===== src/design/fmr_pkg.sv =====
// Shared types and codes for the framed message receiver.
package fmr_pkg;

   // Receive phase of the deframer.
   typedef enum logic [2:0] {
      PH_HUNT_HEAD = 3'd0,
      PH_HUNT_TYPE = 3'd1,
      PH_LEN_HI    = 3'd2,
      PH_LEN_LO    = 3'd3,
      PH_PAYLOAD   = 3'd4,
      PH_TRAILER   = 3'd5,
      PH_END       = 3'd6
   } phase_type;

   // Result kinds carried on rsp_tuser.
   localparam logic [1:0] KIND_PAYLOAD     = 2'd0;
   localparam logic [1:0] KIND_COMPLETE    = 2'd1;
   localparam logic [1:0] KIND_TRAILER_ERR = 2'd2;
   localparam logic [1:0] KIND_END_ERR     = 2'd3;

   // Configuration register indexes.
   localparam logic [1:0] REG_EXPECTED_TYPE = 2'd0;
   localparam logic [1:0] REG_HEAD_BYTE     = 2'd1;
   localparam logic [1:0] REG_TRAILER_BYTE  = 2'd2;
   localparam logic [1:0] REG_END_BYTE      = 2'd3;

   // Configuration reset values.
   localparam logic [7:0] RST_EXPECTED_TYPE = 8'h00;
   localparam logic [7:0] RST_HEAD_BYTE     = 8'hFF;
   localparam logic [7:0] RST_TRAILER_BYTE  = 8'hFD;
   localparam logic [7:0] RST_END_BYTE      = 8'hFC;

endpackage


===== src/design/framed_message_receiver_top.sv =====
// Framed message receiver: a length-prefixed byte stream deframer.
//
// Bytes enter on the req_ stream, one per transfer. The block hunts for the
// head byte followed by the expected type byte, reads a big-endian length,
// then passes each payload byte out on the rsp_ stream with its index.
// After the payload it checks the trailer and end bytes and sends one
// transfer: frame complete with the length, or a trailer or end mismatch
// with the offending byte. Header bytes produce no output transfer.
// An accepted byte passes through the input register and then the result
// register before its result appears on rsp_. Throughput is one byte per
// cycle while rsp_tready does not stall the result register.
// When rsp_tready is low, a pending result holds and the input register
// fills, after which req_tready drops until the result is taken.
// Reset is synchronous and clears both stages, returns the block to hunting
// for the head byte and loads the default framing bytes. Users must write the
// csr_ port only while no frame bytes are in flight; nothing enforces it.
module framed_message_receiver_top
   import fmr_pkg::*;
#(
   parameter int LENGTH_BITS = 16
) (
   input  logic        clock,
   input  logic        reset,
   input  logic        req_tvalid,
   output logic        req_tready,
   input  logic [7:0]  req_tdata,   // [7:0] rx_byte
   output logic        rsp_tvalid,
   input  logic        rsp_tready,
   output logic [39:0] rsp_tdata,   // [7:0] data_byte, [23:8] byte_index,
                                    // [39:24] frame_length
   output logic [1:0]  rsp_tuser,   // [1:0] kind
   input  logic        csr_wr_en,
   input  logic [1:0]  csr_index,
   input  logic [7:0]  csr_wdata
);

   logic [7:0] expected_type_ff;
   logic [7:0] head_byte_ff;
   logic [7:0] trailer_byte_ff;
   logic [7:0] end_byte_ff;

   // Input register stage.
   logic       in_valid_ff;
   logic [7:0] in_byte_ff;

   // Frame state.
   phase_type              phase_ff, phase_in;
   logic [7:0]             length_high_ff, length_high_in;
   logic [LENGTH_BITS-1:0] declared_length_ff, declared_length_in;
   logic [LENGTH_BITS-1:0] payload_count_ff, payload_count_in;
   logic [LENGTH_BITS-1:0] count_plus_one;
   logic [LENGTH_BITS-1:0] assembled_length;

   // Result register stage.
   logic        rsp_valid_ff, rsp_valid_in;
   logic [1:0]  rsp_kind_ff, rsp_kind_in;
   logic [7:0]  rsp_data_ff, rsp_data_in;
   logic [15:0] rsp_index_ff, rsp_index_in;
   logic [15:0] rsp_length_ff, rsp_length_in;
   logic        has_result;

   logic advance;
   logic step;

   assign advance    = !rsp_valid_ff || rsp_tready;
   assign step       = in_valid_ff && advance;
   assign req_tready = !in_valid_ff || advance;

   assign count_plus_one   = payload_count_ff + LENGTH_BITS'(1);
   assign assembled_length = LENGTH_BITS'({length_high_ff, in_byte_ff});

   // Configuration writes.
   always_ff @(posedge clock) begin
      if (reset) begin
         expected_type_ff <= RST_EXPECTED_TYPE;
         head_byte_ff     <= RST_HEAD_BYTE;
         trailer_byte_ff  <= RST_TRAILER_BYTE;
         end_byte_ff      <= RST_END_BYTE;
      end else if (csr_wr_en) begin
         unique case (csr_index)
            REG_EXPECTED_TYPE: expected_type_ff <= csr_wdata;
            REG_HEAD_BYTE:     head_byte_ff     <= csr_wdata;
            REG_TRAILER_BYTE:  trailer_byte_ff  <= csr_wdata;
            REG_END_BYTE:      end_byte_ff      <= csr_wdata;
            default: ;
         endcase
      end
   end

   // Next phase.
   always_comb begin
      phase_in = phase_ff;
      if (step) begin
         unique case (phase_ff)
            PH_HUNT_TYPE:
               phase_in = (in_byte_ff == expected_type_ff) ? PH_LEN_HI : PH_HUNT_HEAD;
            PH_LEN_HI:
               phase_in = PH_LEN_LO;
            PH_LEN_LO:
               phase_in = (assembled_length == '0) ? PH_TRAILER : PH_PAYLOAD;
            PH_PAYLOAD:
               phase_in = (count_plus_one >= declared_length_ff) ? PH_TRAILER : PH_PAYLOAD;
            PH_TRAILER:
               phase_in = (in_byte_ff == trailer_byte_ff) ? PH_END : PH_HUNT_HEAD;
            PH_END:
               phase_in = PH_HUNT_HEAD;
            default:
               phase_in = (in_byte_ff == head_byte_ff) ? PH_HUNT_TYPE : PH_HUNT_HEAD;
         endcase
      end
   end

   // Datapath and result outputs for the current phase.
   always_comb begin
      length_high_in     = length_high_ff;
      declared_length_in = declared_length_ff;
      payload_count_in   = payload_count_ff;
      has_result         = 1'b0;
      rsp_kind_in        = KIND_PAYLOAD;
      rsp_data_in        = in_byte_ff;
      rsp_index_in       = '0;
      rsp_length_in      = 16'(declared_length_ff);
      unique case (phase_ff)
         PH_LEN_HI: begin
            length_high_in = in_byte_ff;
         end
         PH_LEN_LO: begin
            declared_length_in = assembled_length;
            payload_count_in   = '0;
         end
         PH_PAYLOAD: begin
            has_result       = 1'b1;
            rsp_kind_in      = KIND_PAYLOAD;
            rsp_index_in     = 16'(payload_count_ff);
            payload_count_in = count_plus_one;
         end
         PH_TRAILER: begin
            has_result  = (in_byte_ff != trailer_byte_ff);
            rsp_kind_in = KIND_TRAILER_ERR;
         end
         PH_END: begin
            has_result = 1'b1;
            if (in_byte_ff == end_byte_ff) begin
               rsp_kind_in = KIND_COMPLETE;
               rsp_data_in = '0;
            end else begin
               rsp_kind_in = KIND_END_ERR;
            end
         end
         default: ;
      endcase
      rsp_valid_in = advance ? (in_valid_ff && has_result) : rsp_valid_ff;
   end

   always_ff @(posedge clock) begin
      if (reset) begin
         in_valid_ff        <= 1'b0;
         rsp_valid_ff       <= 1'b0;
         phase_ff           <= PH_HUNT_HEAD;
         length_high_ff     <= '0;
         declared_length_ff <= '0;
         payload_count_ff   <= '0;
      end else begin
         rsp_valid_ff <= rsp_valid_in;
         phase_ff     <= phase_in;
         if (req_tready) begin
            in_valid_ff <= req_tvalid;
         end
         if (step) begin
            length_high_ff     <= length_high_in;
            declared_length_ff <= declared_length_in;
            payload_count_ff   <= payload_count_in;
         end
      end
   end

   // Payload registers carry no reset.
   always_ff @(posedge clock) begin
      if (req_tready && req_tvalid) begin
         in_byte_ff <= req_tdata;
      end
      if (step && has_result) begin
         rsp_kind_ff   <= rsp_kind_in;
         rsp_data_ff   <= rsp_data_in;
         rsp_index_ff  <= rsp_index_in;
         rsp_length_ff <= rsp_length_in;
      end
   end

   assign rsp_tvalid = rsp_valid_ff;
   assign rsp_tdata  = {rsp_length_ff, rsp_index_ff, rsp_data_ff};
   assign rsp_tuser  = rsp_kind_ff;

endmodule


===== config.mk =====
export PLATFORM = sky130hd
export DESIGN_NAME = framed_message_receiver_top
export DESIGN_NICKNAME = d
export VERILOG_FILES = /design/src/design/fmr_pkg.sv /design/src/design/framed_message_receiver_top.sv
export SDC_FILE = /design/constraint.sdc
export NUM_CORES = 1
export LEC_CHECK = 0
export ABC_AREA = 0
export BUFFER_PORTS_ARGS = -buffer_cell sky130_fd_sc_hd__buf_4
export CORE_MARGIN = 3
export CORE_UTILIZATION = 55
export CTS_BUF_LIST = sky130_fd_sc_hd__clkbuf_2
export CTS_CLUSTER_SIZE = 20
export DETAILED_ROUTE_END_ITERATION = 10
export GPL_TIMING_DRIVEN = 1
export PLACE_DENSITY = 0.74
export SLEW_MARGIN = 40
export SYNTH_ARGS = -nofsm -noshare
export SYNTH_HDL_FRONTEND = slang
export SYNTH_SLANG_ARGS = --single-unit

===== constraint.sdc =====
create_clock -name clock -period 6.9 [get_ports clock]
set_input_delay 0.345 -clock clock [delete_from_list [all_inputs] [get_ports clock]]
set_output_delay 0.345 -clock clock [all_outputs]
set_load 0.05 [all_outputs]

# After elaboration in Yosys (flattened, before gate mapping)
# Index checks and enable logic that the tools add are counted.
word_totals:
  ff_bits: 127
  in_bits: 23
  output_inout_bits: 44
  wordCells: 62
classes:
  add_sub_neg: 1
  magnitude_cmp: 1
  n_eq_ne: 14
  n_mux: 12
  reduce_logical: 19
ops:
  columns: ["operator", "count"]
  rows:
  - ["8-bit == test", 4]
  - ["16-bit case mux with 2 select lines", 1]
  - ["3-bit case mux with 6 select lines", 1]
  - ["16-bit by 1-bit adder with 16-bit output, second input constant", 1]
  - ["16-bit greater-or-equal comparator", 1]
  - ["16-bit zero test", 1]
  - ["8-bit two-way mux", 2]
  - ["2-bit AND reduction", 7]
  - ["3-bit == test, second input constant", 3]
  - ["8-bit inequality test", 1]
  - ["3-bit by 2-bit == test with 1-bit output, second input constant", 2]
  - ["2-bit == test, second input constant", 2]
  - ["1-bit logical AND", 4]
  - ["2-bit two-way mux", 2]
  - ["2-bit case mux with 2 select lines", 1]
  - ["3-bit by 1-bit == test with 1-bit output, second input constant", 1]
  - ["1-bit two-way mux", 3]
  - ["3-bit two-way mux", 1]
  - ["2-bit by 1-bit == test with 1-bit output, second input constant", 1]
  - ["1-bit zero test", 2]
  - ["2-bit zero test", 1]
  - ["1-bit logical OR", 2]
  - ["1-bit case mux with 2 select lines", 1]
  - ["2-bit nonzero test", 1]
  - ["2-bit OR reduction", 1]

# Logic depth before layout (Yosys ltp)
depth:
  depth_word: 4
  mapped_depth: 12
  ltp_nobuf: 11

# Least setup slack after synthesis
# OpenSTA, ideal clock, no wires.
synth_timing:
  path_type: "register to register"
  from: "register rsp_valid_ff (netlist: rsp_tvalid)"
  to: "register rsp_data_ff[0], enable pin"
  setup_time_ns: 0.456
  arrival_time_ns: 3.122
  t_required_ns: 6.444
  slack_ns: 3.323
  stages_incl_launch_ff: 6
  n_path_buf: 1
  synth_period_minus_slack_ns: 3.577
  path_cell_list: "dfxtp_1 > nand2b_1 > and2_1 > clkbuf_1 > nand2_1 > a21oi_1"
synth_between:
  elab_chain_cells: 4
synth_rtl:
  columns: ["element", "line_no", "source"]
  rows:
  - ["start, declared", "framed_message_receiver_top.sv:55", "logic rsp_valid_ff, rsp_valid_in;"]
  - ["start signal, assigned", "framed_message_receiver_top.sv:164", "rsp_valid_ff <= rsp_valid_in;"]
  - ["1-bit zero test", "framed_message_receiver_top.sv:65", "assign advance = !rsp_valid_ff || rsp_tready;"]
  - ["1-bit logical OR", "framed_message_receiver_top.sv:65", null]
  - ["1-bit logical AND", "framed_message_receiver_top.sv:66", "assign step = in_valid_ff && advance;"]
  - ["1-bit logical AND", "framed_message_receiver_top.sv:182", "if (step && has_result) begin"]
  - ["end signal, assigned", "framed_message_receiver_top.sv:184", "rsp_data_ff <= rsp_data_in;"]
  - ["end, declared", "framed_message_receiver_top.sv:57", "logic [7:0] rsp_data_ff, rsp_data_in;"]
# No other way between the ends.
# A chain may end at the register's enable or synchronous reset.

# Worst setup path after layout
layout_timing:
  from: "register payload_count_ff[0]"
  to: "register phase_ff[0]"
layout_between:
  elab_chain_cells: 4
layout_rtl:
  columns: ["element", "line_no", "source"]
  rows:
  - ["start, declared", "framed_message_receiver_top.sv:50", "logic [LENGTH_BITS-1:0] payload_count_ff, payload_count_in;"]
  - ["start signal, assigned", "framed_message_receiver_top.sv:172", "payload_count_ff <= payload_count_in;"]
  - ["16-bit by 1-bit adder with 16-bit output", "framed_message_receiver_top.sv:69", "assign count_plus_one = payload_count_ff + LENGTH_BITS'(1);"]
  - ["16-bit greater-or-equal comparator", "framed_message_receiver_top.sv:102", "phase_in = (count_plus_one >= declared_length_ff) ? PH_TRAILER : PH_PAYLOAD;"]
  - ["1-bit two-way mux", "framed_message_receiver_top.sv:102", null]
  - ["3-bit case mux with 6 select lines", "framed_message_receiver_top.sv:94", "unique case (phase_ff)"]
  - ["end signal, assigned", "framed_message_receiver_top.sv:165", "phase_ff <= phase_in;"]
  - ["end, declared", "framed_message_receiver_top.sv:47", "phase_type phase_ff, phase_in;"]
# No other way between the ends.

==> results.txt <==
----------------------------------------------------
[Critical path]
  Worst r2r dst ... phase_ff[0]
  Nature of the critical path endpoint ... register
  Worst r2r path cells ... 11
  Register-to-Register Setup Slack ... ~3700 ps
  Data required time at the worst endpoint ... between 7000 and 8000 ps
  Critical Setup Path Class ... register to register
  Worst-path maximum fanout ... 6
  CP Launch Type ... register
  Arrival time reported for the critical path endpoint ... about 3900 ps
  Launching point of the worst reg2reg path ... payload_count_ff[0]
  CP Launch Point ... payload_count_ff[0]

[Finish]
  Nets@finish ... 678
  Total area of multi-input combinational cells ... approximately 0.0025 mm^2
  Most frequent standard cell in the layout excluding fill and tap cells ... sky130_fd_sc_hd__dfxtp_1
  Register area ... just over 0.003 mm^2
  Ant. Diodes ... 0
  Layout Area Growth over Synthesis ... 16.37%
  Most used cells in the layout excluding fill and tap cells ... sky130_fd_sc_hd__dfxtp_1 (77), sky130_fd_sc_hd__buf_4 (69), sky130_fd_sc_hd__nand2_1 (62)
  Fillers ... ~800
  Fraction of layout cells with a size suffix above 1 ... 0.1720

[STA]
  Clock skew ... 33.57 ps
  Fmax achieved ... 0.3115 GHz
  Tcrit/Tclk final ... 0.4652
  Final critical-path required period ... 3210 ps
  TNS Setup ... 0 ps
  Worst Slack Setup Final ... 3690 ps
  Setup repair after global routing missed its margin ... no
  Setup violators final ... 0
  Transition time of the tightest slew-check pin ... 760.8 ps
  Tightest slew margin relative to the limit ... 0.4913
  Max Transition Viols Final ... 0
  Hold Vio Cnt, Final ... 0

[Worst hold path]
  Launch point of the worst hold path ... csr_index[0]
  Worst min path class ... primary input to register
  Hold Crit Endpoint ... trailer_byte_ff[1]
  Number of instances on the worst hold path ... 4

[Synth]
  FF+latch count, synth ... 127
  Number of synthesis warnings ... 0
  Cell count after synthesis ... around 570
  Primary FF master, synth ... sky130_fd_sc_hd__dfxtp_1
  Syn nets ... around 610
  Sequential area share after synthesis ... 0.5223
  Number of flops mapped to enable cells by yosys ... 50
  Mean post-synth cell area ... ~10 um^2
  Count of unique library cells instantiated by Yosys ... 55
  Async set-reset flop share out of synthesis ... 0
  Synthesized area ... 0.005826 mm^2

[Routing]
  Residual DRC ... 0
  Total wire length ... 12,330 um
  Count of antenna-violating nets left after detailed routing ... 0
  First-pass detailed-route iteration total ... 5
  Vias ... 4,261
  Post-DR vias/cell ... approximately 5.4
  DRC violation total after the first TritonRoute iteration ... around 200
  Final routed wire length divided by cell count ... roughly 16 um

[Pwr]
  Comb power frac ... 0.052
  Seq pwr share ... 0.593
  Leakage Power ... approximately 2.8 nW
  Switching fraction of total power ... 0.2456
  Net Switching ... between 0.3 and 0.4 mW
  Power Density ... 200.3 mW/mm^2
  Clk network pwr share ... 0.355
  Maximum vdd ir drop ... approximately 0.00013 V
  Pint ... 1.024 mW

[Global route]
  First-pass GRT wire length ... between 20,000 and 25,000 um
  Antenna violations before repair ... 0
  Pin count of the biggest net entering global routing ... between 70 and 80
  Number of global-route vias before repair ... 4,049
  Aggregate global-route resource usage ... 0.2244
  Total overflow reported by the global router ... 0

[Die]
  Row Count ... 36
  DIE AREA ... ~0.012 mm^2
  Effective utilization at floorplan ... 0.5800
  DIE HEIGHT ... 108.9 um
  Placeable core area ... 0.01004 mm^2
  Top-level I/O count ... between 60 and 70
  Die span in x ... between 100 and 150 um

[Outcome]
  Result of the run ... finished clean

[Clock tree]
  CTS Root Buffer Type ... sky130_fd_sc_hd__clkbuf_2
  CTS Buf Count ... 17
  TritonCTS clock tree ... done
  Number of levels the H-tree was split into ... 4
  Count of instances resized after the clock tree is built ... 0
  Number of buffers inserted for hold repair after clock tree synthesis ... 18
  Insertion delay of the later-clocked pin in the worst-skew pair ... roughly 720 ps
  Clk sinks ... about 130
  Max Root-Sink Buffers ... 2
  Post CTS Setup Buffer Count ... 0
  Clock transition at the register clock pins on the worst setup and hold paths after CTS ... about 200 ps

[Placed design]
  HPWL after detailed placement ... around 8600 um
  Quantity of I/O buffers inserted on ports ... 66
  Setup WS pre-CTS ... about 3700 ps
  Placer Congestion ... slightly above 0.8

[Job]
  Max cap viols ... 0

----------------------------------------------------
[registers in the layout, indices dropped and copies added (netlist names)]
signal and cells:
declared_length_ff 16, payload_count_ff 16, rsp_index_ff 16, rsp_length_ff 16, end_byte_ff 8, expected_type_ff 8
head_byte_ff 8, in_byte_ff 8, length_high_ff 8, rsp_data_ff 8, trailer_byte_ff 8, phase_ff 3
rsp_tuser 2, in_valid_ff 1, rsp_tvalid 1
[cell type report]
cell class / instances / share of cell area
Clock buffer: 17 / 0.01255
Inverter: 21 / 0.01163
Multi-Input combinational cell: 384 / 0.3741
Clock inverter: 15 / 0.02529
Timing Repair Buffer: 87 / 0.1030
Sequential cell: 127 / 0.4489
Tap cell: 133 / 0.02455
[power groups by stage]
stage                     Sequential (mW)  Combinational (mW)  Clock (mW)
after floorplan                     0.810              0.0493           0
after global placement              0.822              0.0602           0
after detailed placement            0.822              0.0619           0
after CTS                           0.806              0.0702       0.490
after global routing                0.808              0.0787       0.522
final                               0.806              0.0701       0.482
[layer usage]
metal / track usage / wire length (um) / vias to the layer above
met3: 0.05565 / 598 / 25
met4: 0.07845 / 235 / 0
li1: - / - / 2095
met2: 0.3645 / 6025 / 116
met1: 0.2928 / 5467 / 2025
met5: 0 / 0 / -
[synthesized netlist by cell type (9+ instances only)]
library cell	instances	area share
sky130_fd_sc_hd__xnor2_1	28	0.042
sky130_fd_sc_hd__dfxtp_1	77	0.26
sky130_fd_sc_hd__clkbuf_1	25	0.016
sky130_fd_sc_hd__nand2_1	63	0.041
sky130_fd_sc_hd__mux2i_1	32	0.055
sky130_fd_sc_hd__nor2b_1	9	0.0097
sky130_fd_sc_hd__inv_1	21	0.014
sky130_fd_sc_hd__nor2_1	56	0.036
sky130_fd_sc_hd__a21oi_1	22	0.019
sky130_fd_sc_hd__nand3b_1	24	0.031
sky130_fd_sc_hd__xor2_1	18	0.027
sky130_fd_sc_hd__nand3_1	9	0.0077
sky130_fd_sc_hd__ha_1	17	0.037
sky130_fd_sc_hd__and2_1	17	0.018
sky130_fd_sc_hd__edfxtp_1	50	0.26
[critical path, stage by stage, from the launching register on]
cell                        delay [ps]
sky130_fd_sc_hd__dfxtp_1           500
sky130_fd_sc_hd__ha_1              300
sky130_fd_sc_hd__nand2_1           150
sky130_fd_sc_hd__or4_4             560
sky130_fd_sc_hd__nor2_4            150
sky130_fd_sc_hd__xor2_1             80
sky130_fd_sc_hd__ha_1              310
sky130_fd_sc_hd__and4_1            210
sky130_fd_sc_hd__nand2_1            80
sky130_fd_sc_hd__a2111oi_0         410
sky130_fd_sc_hd__o41ai_1           150
sky130_fd_sc_hd__a311oi_1          250
[how the worst max path moves through the flow]
stage                                 to  slack, ps  cells past startpoint
after floorplan           rsp_data_ff[0]       3320                      5
after global placement       phase_ff[0]       3920                     11
after detailed placement     phase_ff[0]       3700                     11
after CTS                    phase_ff[0]       3620                     11
after global routing         phase_ff[0]       3250                     11
final                        phase_ff[0]       3690                     11
[stage by stage]
stage,std cells,area (um^2),power (mW),utilization,hold WS [ps]
6_report,784,6779,1.358,0.6749,39.00
3_3_place_gp,734,6340,0.8817,0.6312,449.8
3_5_place_dp,734,6342,0.8840,0.6314,451.2
4_1_cts,784,6779,1.366,0.6749,8.173
5_1_grt,784,6779,1.409,0.6749,17.56
2_1_floorplan,568,5826,0.8588,-,429.9
[kinds of logic after synthesis]
group,count (synthesis),synth area share
and+or+nand+nor,227,0.2045
DFF,127,0.5223
AOI/OAI and AO/OA,62,0.06787
buffers and inverters,57,0.04467
xor gates and xnor gates,46,0.06916
muxes,32,0.05498
adders and majority gates,17,0.03651
No activity file was read; power rests on OpenSTA's default activity.
